[config.mk]
export PLATFORM = sky130hd
export DESIGN_NAME = jbig2_segment_header_parser_top
export DESIGN_NICKNAME = d
export VERILOG_FILES = /design/src/rtl/jsh_pkg.sv /design/src/rtl/jsh_front.sv /design/src/rtl/jsh_queue.sv /design/src/rtl/jsh_back.sv /design/src/rtl/jbig2_segment_header_parser_top.sv
export SDC_FILE = /design/constraint.sdc
export NUM_CORES = 2
export LEC_CHECK = 0
export ABC_AREA = 1
export BUFFER_PORTS_ARGS = -buffer_cell sky130_fd_sc_hd__buf_4
export CAP_MARGIN = 25
export CORE_MARGIN = 1
export CORE_UTILIZATION = 46
export DETAILED_ROUTE_END_ITERATION = 12
export PLACE_DENSITY_LB_ADDON = 0.08
export SYNTH_ARGS = -nofsm -noshare
export SYNTH_HDL_FRONTEND = slang
export SYNTH_HIERARCHICAL = 1
export SYNTH_SLANG_ARGS = --single-unit
[constraint.sdc]
create_clock -name clk_i -period 14.8 [get_ports clk_i]
set_input_delay 0.74 -clock clk_i [delete_from_list [all_inputs] [get_ports clk_i]]
set_output_delay 0.74 -clock clk_i [all_outputs]
set_load 0.005 [all_outputs]
[src/rtl/jsh_pkg.sv]
// shared types, constants and decode functions of the segment header parser
package jsh_pkg;

  localparam logic [1:0] KIND_FILE_HDR = 2'd0;
  localparam logic [1:0] KIND_SEG_HDR  = 2'd1;
  localparam logic [1:0] KIND_BAD_ID   = 2'd2;
  localparam logic [1:0] KIND_BAD_TYPE = 2'd3;

  localparam logic [5:0] TYPE_PAGE_INFO     = 6'd48;
  localparam logic [5:0] TYPE_END_OF_PAGE   = 6'd49;
  localparam logic [5:0] TYPE_END_OF_STRIPE = 6'd50;
  localparam logic [5:0] TYPE_END_OF_FILE   = 6'd51;

  localparam logic [31:0] REF_NARROW_MAX = 32'd256;
  localparam logic [31:0] REF_MID_MAX    = 32'd65536;
  localparam logic [2:0]  REF_LONG_FORM  = 3'd7;

  localparam int unsigned QUEUE_DEPTH = 4;
  localparam int unsigned QUEUE_AW    = $clog2(QUEUE_DEPTH);

  typedef struct packed {
    logic [1:0]  kind;
    logic        seq_org;
    logic [31:0] page_count;
    logic [31:0] seg_number;
    logic [5:0]  seg_type;
    logic [28:0] ref_count;
    logic [31:0] page_assoc;
    logic [31:0] data_length;
  } rec_t;

  function automatic logic [7:0] id_byte(input logic [2:0] idx);
    logic [7:0] v;
    case (idx)
      3'd0: v = 8'h97;
      3'd1: v = 8'h4A;
      3'd2: v = 8'h42;
      3'd3: v = 8'h32;
      3'd4: v = 8'h0D;
      3'd5: v = 8'h0A;
      3'd6: v = 8'h1A;
      default: v = 8'h0A;
    endcase
    return v;
  endfunction

  function automatic logic type_known(input logic [5:0] t);
    logic k;
    case (t) inside
      6'd0, 6'd4, 6'd6, 6'd7, 6'd16, 6'd20, 6'd22, 6'd23,
      6'd36, 6'd38, 6'd39, 6'd40, 6'd42, 6'd43,
      [6'd48:6'd53], 6'd62: k = 1'b1;
      default: k = 1'b0;
    endcase
    return k;
  endfunction

endpackage

[src/rtl/jsh_front.sv]
// byte parser: walks file and segment header fields, pushes one record per header or bad ID string
module jsh_front (
  input  logic          clk_i,
  input  logic          rst_ni,
  input  logic          beat_i,
  input  logic [7:0]    data_byte_i,
  input  logic          restart_i,
  output logic          push_o,
  output jsh_pkg::rec_t rec_o
);
  import jsh_pkg::*;

  localparam logic [3:0] PH_ID        = 4'd0;
  localparam logic [3:0] PH_FHFLAGS   = 4'd1;
  localparam logic [3:0] PH_PAGES     = 4'd2;
  localparam logic [3:0] PH_SEGNUM    = 4'd3;
  localparam logic [3:0] PH_SEGFLAGS  = 4'd4;
  localparam logic [3:0] PH_REFBYTE   = 4'd5;
  localparam logic [3:0] PH_REFLONG   = 4'd6;
  localparam logic [3:0] PH_RETAIN    = 4'd7;
  localparam logic [3:0] PH_REFNUMS   = 4'd8;
  localparam logic [3:0] PH_PAGEASSOC = 4'd9;
  localparam logic [3:0] PH_DATALEN   = 4'd10;
  localparam logic [3:0] PH_SKIPDATA  = 4'd11;
  localparam logic [3:0] PH_DONE      = 4'd12;
  localparam logic [3:0] PH_ERROR     = 4'd13;

  logic [3:0]  phase_q, phase_d, ph;
  logic [31:0] cnt_q, cnt_d, cnt;
  logic [31:0] fs_q, fs_d, fs;
  logic [31:0] segn_q, segn_d, segn;
  logic [7:0]  flg_q, flg_d, flg;
  logic [28:0] refc_q, refc_d, refc;
  logic [31:0] pa_q, pa_d, pa;
  logic        seq_q, seq_d, seq;
  logic [31:0] pages_q, pages_d, pages;

  logic [31:0] fs_shift, dec, ref_bytes;
  logic [1:0]  ref_w;
  logic        emit, emit_seg;
  logic [1:0]  emit_kind;
  logic [31:0] emit_dlen;

  always_comb begin
    // restart behaves as a reset in front of this byte
    ph    = restart_i ? PH_ID : phase_q;
    cnt   = restart_i ? '0 : cnt_q;
    fs    = restart_i ? '0 : fs_q;
    segn  = restart_i ? '0 : segn_q;
    flg   = restart_i ? '0 : flg_q;
    refc  = restart_i ? '0 : refc_q;
    pa    = restart_i ? '0 : pa_q;
    seq   = restart_i ? 1'b0 : seq_q;
    pages = restart_i ? '0 : pages_q;

    phase_d = ph;   cnt_d = cnt;  fs_d = fs;   segn_d = segn; flg_d = flg;
    refc_d  = refc; pa_d  = pa;   seq_d = seq; pages_d = pages;
    emit = 1'b0; emit_seg = 1'b0; emit_kind = KIND_FILE_HDR; emit_dlen = '0;

    fs_shift  = {fs[23:0], data_byte_i};
    dec       = cnt - 32'd1;
    ref_w     = (segn <= REF_NARROW_MAX) ? 2'd0 : ((segn <= REF_MID_MAX) ? 2'd1 : 2'd2);
    ref_bytes = '0;

    unique case (ph)
      PH_ID: begin
        if (data_byte_i != id_byte(cnt[2:0])) begin
          emit = 1'b1; emit_kind = KIND_BAD_ID; phase_d = PH_ERROR;
        end else if (cnt[2:0] == 3'd7) begin
          cnt_d = '0; phase_d = PH_FHFLAGS;
        end else begin
          cnt_d = cnt + 32'd1;
        end
      end
      PH_FHFLAGS: begin
        seq_d = data_byte_i[0];
        if (data_byte_i[1]) begin
          pages_d = '0; emit = 1'b1; emit_kind = KIND_FILE_HDR;
          phase_d = PH_SEGNUM; cnt_d = 32'd4; fs_d = '0;
        end else begin
          phase_d = PH_PAGES; cnt_d = 32'd4; fs_d = '0;
        end
      end
      PH_PAGES: begin
        fs_d = fs_shift; cnt_d = dec;
        if (dec == '0) begin
          pages_d = fs_shift; emit = 1'b1; emit_kind = KIND_FILE_HDR;
          phase_d = PH_SEGNUM; cnt_d = 32'd4; fs_d = '0;
        end
      end
      PH_SEGNUM: begin
        fs_d = fs_shift; cnt_d = dec;
        if (dec == '0) begin
          segn_d = fs_shift; phase_d = PH_SEGFLAGS;
        end
      end
      PH_SEGFLAGS: begin
        flg_d = data_byte_i; refc_d = '0; pa_d = '0;
        if (!type_known(data_byte_i[5:0])) begin
          emit = 1'b1; emit_seg = 1'b1; emit_kind = KIND_BAD_TYPE; phase_d = PH_ERROR;
        end else if (seq && data_byte_i[5:0] == TYPE_END_OF_FILE) begin
          emit = 1'b1; emit_seg = 1'b1; emit_kind = KIND_SEG_HDR; phase_d = PH_DONE;
        end else begin
          phase_d = PH_REFBYTE;
        end
      end
      PH_REFBYTE: begin
        if (data_byte_i[7:5] == REF_LONG_FORM) begin
          fs_d = {27'd0, data_byte_i[4:0]}; cnt_d = 32'd3; phase_d = PH_REFLONG;
        end else begin
          refc_d    = {26'd0, data_byte_i[7:5]};
          ref_bytes = {3'd0, refc_d} << ref_w;
          if (ref_bytes == '0) begin
            phase_d = PH_PAGEASSOC; cnt_d = flg[6] ? 32'd4 : 32'd1; fs_d = '0;
          end else begin
            phase_d = PH_REFNUMS; cnt_d = ref_bytes;
          end
        end
      end
      PH_REFLONG: begin
        fs_d = fs_shift; cnt_d = dec;
        if (dec == '0) begin
          refc_d  = fs_shift[28:0];
          cnt_d   = ({3'd0, fs_shift[28:0]} + 32'd8) >> 3;
          phase_d = PH_RETAIN;
        end
      end
      PH_RETAIN: begin
        cnt_d = dec;
        if (dec == '0) begin
          ref_bytes = {3'd0, refc} << ref_w;
          if (ref_bytes == '0) begin
            phase_d = PH_PAGEASSOC; cnt_d = flg[6] ? 32'd4 : 32'd1; fs_d = '0;
          end else begin
            phase_d = PH_REFNUMS; cnt_d = ref_bytes;
          end
        end
      end
      PH_REFNUMS: begin
        cnt_d = dec;
        if (dec == '0) begin
          phase_d = PH_PAGEASSOC; cnt_d = flg[6] ? 32'd4 : 32'd1; fs_d = '0;
        end
      end
      PH_PAGEASSOC: begin
        fs_d = fs_shift; cnt_d = dec;
        if (dec == '0) begin
          pa_d = fs_shift; phase_d = PH_DATALEN; cnt_d = 32'd4; fs_d = '0;
        end
      end
      PH_DATALEN: begin
        fs_d = fs_shift; cnt_d = dec;
        if (dec == '0) begin
          emit = 1'b1; emit_seg = 1'b1; emit_kind = KIND_SEG_HDR; emit_dlen = fs_shift;
          if (flg[5:0] == TYPE_END_OF_FILE) begin
            phase_d = PH_DONE;
          end else if (seq && fs_shift != '0) begin
            cnt_d = fs_shift; phase_d = PH_SKIPDATA;
          end else begin
            phase_d = PH_SEGNUM; cnt_d = 32'd4; fs_d = '0;
          end
        end
      end
      PH_SKIPDATA: begin
        cnt_d = dec;
        if (dec == '0) begin
          phase_d = PH_SEGNUM; cnt_d = 32'd4; fs_d = '0;
        end
      end
      default: ;
    endcase
  end

  assign push_o = beat_i && emit;

  always_comb begin
    rec_o.kind        = emit_kind;
    rec_o.seq_org     = seq_d;
    rec_o.page_count  = pages_d;
    rec_o.seg_number  = emit_seg ? segn_d : '0;
    rec_o.seg_type    = emit_seg ? flg_d[5:0] : '0;
    rec_o.ref_count   = emit_seg ? refc_d : '0;
    rec_o.page_assoc  = emit_seg ? pa_d : '0;
    rec_o.data_length = emit_seg ? emit_dlen : '0;
  end

  always_ff @(posedge clk_i or negedge rst_ni) begin
    if (!rst_ni) begin
      phase_q <= PH_ID; cnt_q <= '0; fs_q <= '0; segn_q <= '0; flg_q <= '0;
      refc_q <= '0; pa_q <= '0; seq_q <= 1'b0; pages_q <= '0;
    end else if (beat_i) begin
      phase_q <= phase_d; cnt_q <= cnt_d; fs_q <= fs_d; segn_q <= segn_d; flg_q <= flg_d;
      refc_q <= refc_d; pa_q <= pa_d; seq_q <= seq_d; pages_q <= pages_d;
    end
  end

endmodule

[src/rtl/jsh_queue.sv]
// short record queue between parser and output stage
module jsh_queue (
  input  logic          clk_i,
  input  logic          rst_ni,
  input  logic          push_i,
  input  jsh_pkg::rec_t rec_i,
  output logic          full_o,
  output logic          empty_o,
  input  logic          pop_i,
  output jsh_pkg::rec_t rec_o
);
  import jsh_pkg::*;

  rec_t              mem_q [QUEUE_DEPTH];
  rec_t              head_q;
  logic [QUEUE_AW-1:0] wr_q, rd_q, rd_nxt;
  logic [QUEUE_AW:0]   cnt_q;

  assign full_o  = (cnt_q == (QUEUE_AW+1)'(QUEUE_DEPTH));
  assign empty_o = (cnt_q == '0);
  assign rd_nxt  = pop_i ? rd_q + 1'b1 : rd_q;
  assign rec_o   = head_q;

  // head register tracks the entry at the read pointer, a write to it passes straight in
  always_ff @(posedge clk_i) begin
    if (push_i) mem_q[wr_q] <= rec_i;
    if (push_i && wr_q == rd_nxt) head_q <= rec_i;
    else head_q <= mem_q[rd_nxt];
  end

  always_ff @(posedge clk_i or negedge rst_ni) begin
    if (!rst_ni) begin
      wr_q <= '0; rd_q <= '0; cnt_q <= '0;
    end else begin
      if (push_i) wr_q <= wr_q + 1'b1;
      if (pop_i)  rd_q <= rd_q + 1'b1;
      case ({push_i, pop_i})
        2'b10:   cnt_q <= cnt_q + 1'b1;
        2'b01:   cnt_q <= cnt_q - 1'b1;
        default: ;
      endcase
    end
  end

endmodule

[src/rtl/jsh_back.sv]
// output stage: takes records from the queue, decodes type flags, holds the output beat
module jsh_back (
  input  logic          clk_i,
  input  logic          rst_ni,
  input  logic          empty_i,
  input  jsh_pkg::rec_t rec_i,
  output logic          pop_o,
  output logic          m_axis_tvalid,
  input  logic          m_axis_tready,
  output logic [167:0]  m_axis_tdata,
  output logic [1:0]    m_axis_tuser
);
  import jsh_pkg::*;

  rec_t       out_q;
  logic [3:0] flags_q, flags_d;
  logic       valid_q;
  logic       is_seg;

  assign pop_o  = !empty_i && (!valid_q || m_axis_tready);
  assign is_seg = (rec_i.kind == KIND_SEG_HDR);

  always_comb begin
    flags_d[0] = is_seg && rec_i.seg_type == TYPE_PAGE_INFO;
    flags_d[1] = is_seg && rec_i.seg_type == TYPE_END_OF_PAGE;
    flags_d[2] = is_seg && rec_i.seg_type == TYPE_END_OF_STRIPE;
    flags_d[3] = is_seg && rec_i.seg_type == TYPE_END_OF_FILE;
  end

  always_ff @(posedge clk_i) begin
    if (pop_o) begin
      out_q   <= rec_i;
      flags_q <= flags_d;
    end
  end

  always_ff @(posedge clk_i or negedge rst_ni) begin
    if (!rst_ni) valid_q <= 1'b0;
    else if (pop_o) valid_q <= 1'b1;
    else if (m_axis_tready) valid_q <= 1'b0;
  end

  assign m_axis_tvalid = valid_q;
  assign m_axis_tuser  = out_q.kind;
  assign m_axis_tdata  = {flags_q, out_q.data_length, out_q.page_assoc, out_q.ref_count,
                          out_q.seg_type, out_q.seg_number, out_q.page_count, out_q.seq_org};

endmodule

[src/rtl/jbig2_segment_header_parser_top.sv]
// JBIG2 file and segment header parser: one byte per cycle unless the queue is full;
// records come out in order, each through the queue head and output registers
// throughput: 1 byte per cycle while the queue has room, set by the single-byte parser step;
// a 4-entry record queue and an output register let input keep flowing while a record waits
// reset (rst_ni low, asynchronous) returns the parser to the ID string and empties the queue
module jbig2_segment_header_parser_top (
  input  logic         clk_i,
  input  logic         rst_ni,
  input  logic         s_axis_tvalid,
  output logic         s_axis_tready,
  input  logic [7:0]   s_axis_tdata,   // data_byte
  input  logic         s_axis_tuser,   // restart
  output logic         m_axis_tvalid,
  input  logic         m_axis_tready,
  // sequential_org, page_count, segment_number, segment_type, referred_count,
  // page_association, data_length, is_page_info, is_end_of_page, is_end_of_stripe,
  // is_end_of_file
  output logic [167:0] m_axis_tdata,
  output logic [1:0]   m_axis_tuser    // record_kind
);
  import jsh_pkg::*;

  rec_t front_rec, head_rec;
  logic push, pop, full, empty, beat;

  assign s_axis_tready = !full;
  assign beat          = s_axis_tvalid && s_axis_tready;

  jsh_front u_front (
    .clk_i, .rst_ni, .beat_i(beat), .data_byte_i(s_axis_tdata),
    .restart_i(s_axis_tuser), .push_o(push), .rec_o(front_rec)
  );

  jsh_queue u_queue (
    .clk_i, .rst_ni, .push_i(push), .rec_i(front_rec), .full_o(full),
    .empty_o(empty), .pop_i(pop), .rec_o(head_rec)
  );

  jsh_back u_back (
    .clk_i, .rst_ni, .empty_i(empty), .rec_i(head_rec), .pop_o(pop),
    .m_axis_tvalid, .m_axis_tready, .m_axis_tdata, .m_axis_tuser
  );

endmodule

Word-level counts from Yosys, hierarchy flattened. Memory sizes are Yosys's and may differ from the RTL's. A register that Yosys moved wholly into a read port is not among the register bits. Index checks and enable logic that the tools add are counted.

Memory bits (writable): 664. Input bits: 13. Word-level logic and storage cells: 204. Output and inout bits: 172. Bits in registers: 379. Memories kept: 1.

Memory list: u_queue.mem_q (words 4, bits a word 166, read ports 1, clocked after Yosys merged registers in 1, wr ports 1, RTL line jsh_queue.sv:14) `rec_t mem_q [QUEUE_DEPTH];`.

Add/subtract/negate cells: 7. Reductions and logical operators: 31. Shift-type cells: 2. Mux-type cells: 94. Eq/ne operators: 43. Magnitude comparators: 4.

Operators by type and width (count): $mux W32 (36); $pmux W32 S9 (1); $pmux W32 S7 (1); $pmux W32 S2 (2); $mux W29 (4); $logic_not A32 Y1 (3); $pmux W29 S3 (1); $eq A6 B6 Y1 const B (13); $mux W4 (15); $pmux W8 S6 (1); $pmux W4 S11 (1); $add A32 B1 Y32 const B (1); $le A32 B17 Y1 const B (1); $le A32 B9 Y1 const B (1); $reduce_bool A32 Y1 (1); $shl A29 B2 Y32 (1); $shl A3 B2 Y32 (1); $sub A32 B1 Y32 const B (1); $add A29 B4 Y30 const B (1); $eq A6 B5 Y1 const B (4); $eq A6 B3 Y1 const B (3); $mux W1 (18); $eq A4 B3 Y1 const B (4); $eq A4 B4 Y1 const B (4); 32 further kinds (62).

Longest topological paths before layout.
Word-level depth: 10. Mapped depth: 29. Gate-level depth less buffers: 27.

Modules after synthesis. The synthesis kept the hierarchy.

By module, submodules not included: jsh_queue (area each 27043.4 µm², cells an instance 1988, seq. area each 20154.3 µm², instances 1); jsh_front (area each 19895.3 µm², cells an instance 3536, seq. area each 4829.6 µm², instances 1); jsh_back (area each 5232.5 µm², cells an instance 196, seq. area each 5129.9 µm², instances 1); jbig2_segment_header_parser_top (area each 13.8 µm², cells an instance 3, seq. area each 0.0 µm², instances 1).

Worst setup path before layout. No wires, ideal clock.

Path type: input to register. Start: input m_axis_tready. End: register u_queue.cnt_q[2]. Slack: 3841 ps. Buffers on the path: 0. Stages on the path: 9. Library setup time: 117 ps. Arrival: 10842 ps. Required time: 14683 ps. Cells stage by stage: inv_1 > a21oi_1 > ha_1 > inv_1 > fa_1 > nand2_1 > nand3_1 > nand2_1 > nand2_1.

Word-level cells in the longest chain between the ends: 4. Elaborated cells between the ends (all ways): 6. Those cells by class: eq/ne (2); mux (1); reduce/logical (3).

RTL lines: start, declared (RTL line jbig2_segment_header_parser_top.sv:14) `input logic m_axis_tready,`; $logic_or A1 B1 Y1 (*) (RTL line jsh_back.sv:20) `assign pop_o = !empty_i && (!valid_q || m_axis_tready);`; $logic_and A1 B1 Y1 (*) (RTL line jsh_back.sv:20); named net pop (RTL line jbig2_segment_header_parser_top.sv:24) `logic push, pop, full, empty, beat;`; $eq A2 B1 Y1 / $eq A2 B2 Y1 (equally long branches) (RTL line jsh_queue.sv:37) `case ({push_i, pop_i})`; $pmux W3 S2 / $reduce_bool A2 Y1 (equally long branches); end signal, assigned (RTL line jsh_queue.sv:38) `2'b10: cnt_q <= cnt_q + 1'b1;`; end signal, assigned (RTL line jsh_queue.sv:39) `2'b01: cnt_q <= cnt_q - 1'b1;`; end, declared (RTL line jsh_queue.sv:17) `logic [QUEUE_AW:0] cnt_q;`.

The timed path passes the listed nets; every way through them passes the cells marked *. A chain may end at the register's enable or synchronous reset.

Final worst setup path.
Start: input s_axis_tuser. End: memory u_queue/mem_q[0][90] (netlist name), enable pin.

Word-level cells in the longest chain between the ends: 10. Elaborated cells between the ends (all ways): 29. Those cells by class: add/sub (1); eq/ne (10); mux (12); reduce/logical (6).

RTL lines: start, declared (RTL line jbig2_segment_header_parser_top.sv:12) `input logic s_axis_tuser,`; branches (longest 6 deep; another with $sub A32 B1 Y32); $pmux W1 S4 (*) (RTL line jsh_front.sv:65) `unique case (ph)`; $logic_and A1 B1 Y1 (*) (RTL line jsh_front.sv:174) `assign push_o = beat_i && emit;`; named net push (RTL line jbig2_segment_header_parser_top.sv:24); $mux W1 (*) (RTL line jsh_queue.sv:26) `if (push_i) mem_q[wr_q] <= rec_i;`; $mux W1 (implied by the code) (*) (RTL line jsh_queue.sv:26); end, declared (RTL line jsh_queue.sv:14).

Mark *: on every way through the listed nets, which the timed path passes. The select of a mux whose other input is x is not followed.

==> impl_metrics.sql <==
INSERT INTO impl_metrics (metric_group, metric, value, unit) VALUES
('power_and_ir_drop', 'p_int', '0.00671', 'W'),
('global_route', 'grtUsageMet1', '38.9', '%'),
('yosys', 'yosysUniqueCellTypes', '52', ''),
('yosys', 'ys_seq_elements', '1037', ''),
('power_and_ir_drop', 'netSwitchingFraction', '38.1', '%'),
('detailed_routing', 'routed-via-count', '40700', ''),
('cells_and_area', 'fin_cells', '7376', ''),
('floorplan', 'core.rowCount', '123', ''),
('detailed_routing', 'detail_route.first_pass.iterations', '8', ''),
('critical_path', 'endpoint_kind', 'register', ''),
('global_route', 'antenna_found_initial', '4', ''),
('yosys', 'syn_nets', '5752', ''),
('critical_path', 'setup.worst_path.class', 'primary input to register', ''),
('yosys', 'synth.yosys.warnings', '6', ''),
('floorplan', 'initial_core_util', '46.4', '%'),
('placement', 'routabilityCongestion', '0.985', ''),
('yosys', 'part_of_the_yosys_area_used_for_sequential_elements', '57.7', '%'),
('power_and_ir_drop', 'power.sequential.fraction', '38.9', '%'),
('clock_network', 'cts-buffers-inserted', '110', ''),
('global_route', 'grt_pass1_wl', '238000', 'um'),
('yosys', 'synth_area_per_cell', '9.12', 'um^2'),
('clock_network', 'cts_root_buffer', 'clkbuf_16', ''),
('power_and_ir_drop', 'power.combinational.fraction', '35.4', '%'),
('floorplan', 'design.core.area', '112000', 'um^2'),
('yosys', 'synth-edff-count', '834', ''),
('placement', 'placed_cell_area', '54200', 'um^2'),
('clock_network', 'post_cts.repair.setup_buffers', '0', ''),
('timing', 'layout_min_cycle_time', '7.68', 'ns'),
('timing', 'max_slew_headroom', '28.5', '%'),
('global_route', 'number_of_global_route_vias_before_repair', '37500', ''),
('timing', 'worst_pin_slew', '1.07', 'ns'),
('yosys', 'asyncSetResetFlopFracSynth', '19.4', '%'),
('power_and_ir_drop', 'clock_power_share', '25.8', '%'),
('critical_path', 'startpoint_type', 'primary input', ''),
('cells_and_area', 'drive_above_1_share', '8.67', '%'),
('critical_path', 'timing.critical_path.fanout_max', '77', ''),
('critical_path', 'critPathArrivalTime', '8.02', 'ns'),
('yosys', 'yosysTopAreaCell', 'edfxtp_1', ''),
('critical_path', 'critPathSlowestCell', 'buf_4', ''),
('cells_and_area', 'fin_nets', '5808', ''),
('timing', 'period_share', '51.9', '%'),
('detailed_routing', 'detail-route-antenna-nets', '0', ''),
('clock_network', 'postCtsResizedCells', '0', ''),
('cells_and_area', 'area.growth.synth_to_final', '11.2', '%'),
('clock_network', 'worst_setup_hold_path_clk_slew', '0.06', 'ns'),
('global_route', 'grt-busiest-layer', 'met2', ''),
('clock_network', 'ctsLongestPathBuffers', '3', ''),
('yosys', 'netlist.area_leader.share', '48.0', '%'),
('clock_network', 'post_cts_hold_buffer_count', '0', ''),
('global_route', 'grt_use_total', '27.4', '%'),
('run_status', 'status', 'complete, no violations', ''),
('power_and_ir_drop', 'vdd.ir_drop.worst', '0.000147', 'V'),
('timing', 'timing.final.hold_violations', '0', ''),
('clock_network', 'ctsHtreeMaxLevel', '3', ''),
('floorplan', 'die_area', '115000', 'um^2'),
('timing', 'setup_repair_after_global_routing_missed_its_margin', 'no', ''),
('detailed_routing', 'remaining_drc_errors', '0', ''),
('power_and_ir_drop', 'cellPowerDensity', '187', 'nW/um^2'),
('timing', 'report.final.setup_viol', '0', ''),
('timing', 'slew_viol_final', '0', ''),
('worst_hold_path', 'hp-class', 'primary input to asynchronous set/reset pin', ''),
('run', 'max-cap-violations', '0', ''),
('global_route', 'pin_count_of_the_biggest_net_entering_global_routing', '116', ''),
('critical_path', 'critical-path-top-cell-by-count', 'nand2_1', ''),
('floorplan', 'die_width', '339', 'um'),
('power_and_ir_drop', 'power_leakage', '23.6', 'nW'),
('timing', 'fmax', '130', 'MHz'),
('floorplan', 'design.portCount', '185', ''),
('timing', 'setup-tns-final', '0', 'ns'),
('yosys', 'postSynthCellCount', '5723', ''),
('critical_path', 'required_time_reported_for_the_critical_path_endpoint', '15.13', 'ns');
layout make-up:
cell class	instances	area [um^2]
antenna	2	5.00
timing repair buffer	268	2050
tap	1500	1880
multi-input combinational	3590	17300
clock inverter	70	737
clock buffer	137	2980
fill	10400	54500
inverter	772	2930
sequential	1037	30100
synth_stat cells, types with 3 or more instances:
master     number
nand2_1      1547
buf_4          30
nor2_1        482
dfrtp_1       201
o211ai_1      367
nor2_2          9
o22ai_1         7
buf_6          45
clkbuf_8       20
nor3_1         71
o21ai_1        20
clkbuf_1      142
and2_1          8
a31oi_1        34
and3_1          4
nand2_2         8
o31ai_1        32
xnor2_1         4
nand4_1       142
a21oi_1        94
inv_1         756
buf_1          21
nand3_2         3
clkinv_1        8
o2111ai_1       4
buf_2          66
nor4_1         14
o21ai_0       371
a21boi_0        4
xor2_1         56
nand3b_1        3
inv_2           8
ha_1           15
nand3_1       260
or2_2           5
a21oi_2         9
edfxtp_1      834
worst paths after layout:
| path | slack (ns) | to | startpoint |
|---|---|---|---|
| min in group clk_i | 0.31 | u_back/m_axis_tvalid | m_axis_tready |
| worst min-delay path | 0.07 | u_queue/rd_q[1] | rst_ni |
| worst max-delay path | 7.12 | u_queue/mem_q[0][90] | s_axis_tuser |
| worst min register to register | 0.46 | register | u_queue/rd_q[1] |
| max in group asynchronous | 12.49 | u_front/fs_q[8] | rst_ni |
| worst max register to register | 7.93 | u_queue/mem_q[0][90] | u_front/cnt_q[0] |
routing by layer:
layer	wire length [um]	up-vias
li1	-	19300
met1	68900	19500
met2	71700	1566
met3	11600	287
met4	6290	6
met5	43	-
power by group through the flow:
stage / registers [W] / clock network, W / logic (W)
final: 0.00422 / 0.00279 / 0.00384
after global placement: 0.00427 / 0 / 0.00380
after CTS: 0.00422 / 0.00285 / 0.00383
after global routing: 0.00428 / 0.00296 / 0.00423
after detailed placement: 0.00428 / 0 / 0.00382
after floorplan: 0.00432 / 0 / 0.00254
layout by cell type, fill, tap and decap left out, types with 142 or more instances in the layout:
cell | Yosys | final
o21ai_0 | 371 | 371
dfrtp_1 | 201 | 201
nand3_1 | 260 | 259
nor2_1 | 482 | 472
o211ai_1 | 367 | 367
nand2_1 | 1547 | 1546
nand4_1 | 142 | 142
buf_4 | 30 | 259
edfxtp_1 | 834 | 834
inv_1 | 756 | 752
per-stage QoR:
step	utilization [%]	setup WS [ns]	hold WS, ns
floorplan	-	3.84	0.439
global placement	48.2	6.52	0.455
detailed placement	48.2	6.42	0.458
CTS	51.5	7.18	0.0933
global route	51.6	6.46	0.131
finish	51.6	7.12	0.0698
registers in the layout (all words and copies together), names as in the netlist, named ones only:
signal	count
u_front/fs_q	24
u_queue/rd_q	2
u_back/flags_q	4
u_back/m_axis_tuser	2
u_front/pages_q	32
u_back/m_axis_tvalid	1
u_back/m_axis_tdata	164
u_front/phase_q	4
u_front/refc_q	29
u_queue/mem_q	664
u_queue/wr_q	2
u_front/pa_q	32
u_front/seq_q	1
u_front/segn_q	32
u_front/cnt_q	32
u_front/flg_q	7
u_queue/cnt_q	3
critical path: cells and delay by family:
kind / cells / cell delay, ns
AO/OA/AOI/OAI: 1 / 0.52
AND/OR/NAND/NOR: 14 / 2.17
buffers and inverters: 10 / 4.31
logic make-up after synthesis:
group | after synthesis | share of synthesized area, %
AOI/OAI and AO/OA | 949 | 11.3
xor gates and xnor gates | 60 | 1.01
adders and majority gates | 16 | 0.398
buffers and inverters | 1096 | 9.29
DFF | 1037 | 57.7
and+or+nand+nor | 2565 | 20.3
No activity file was read; power rests on OpenSTA's default activity.
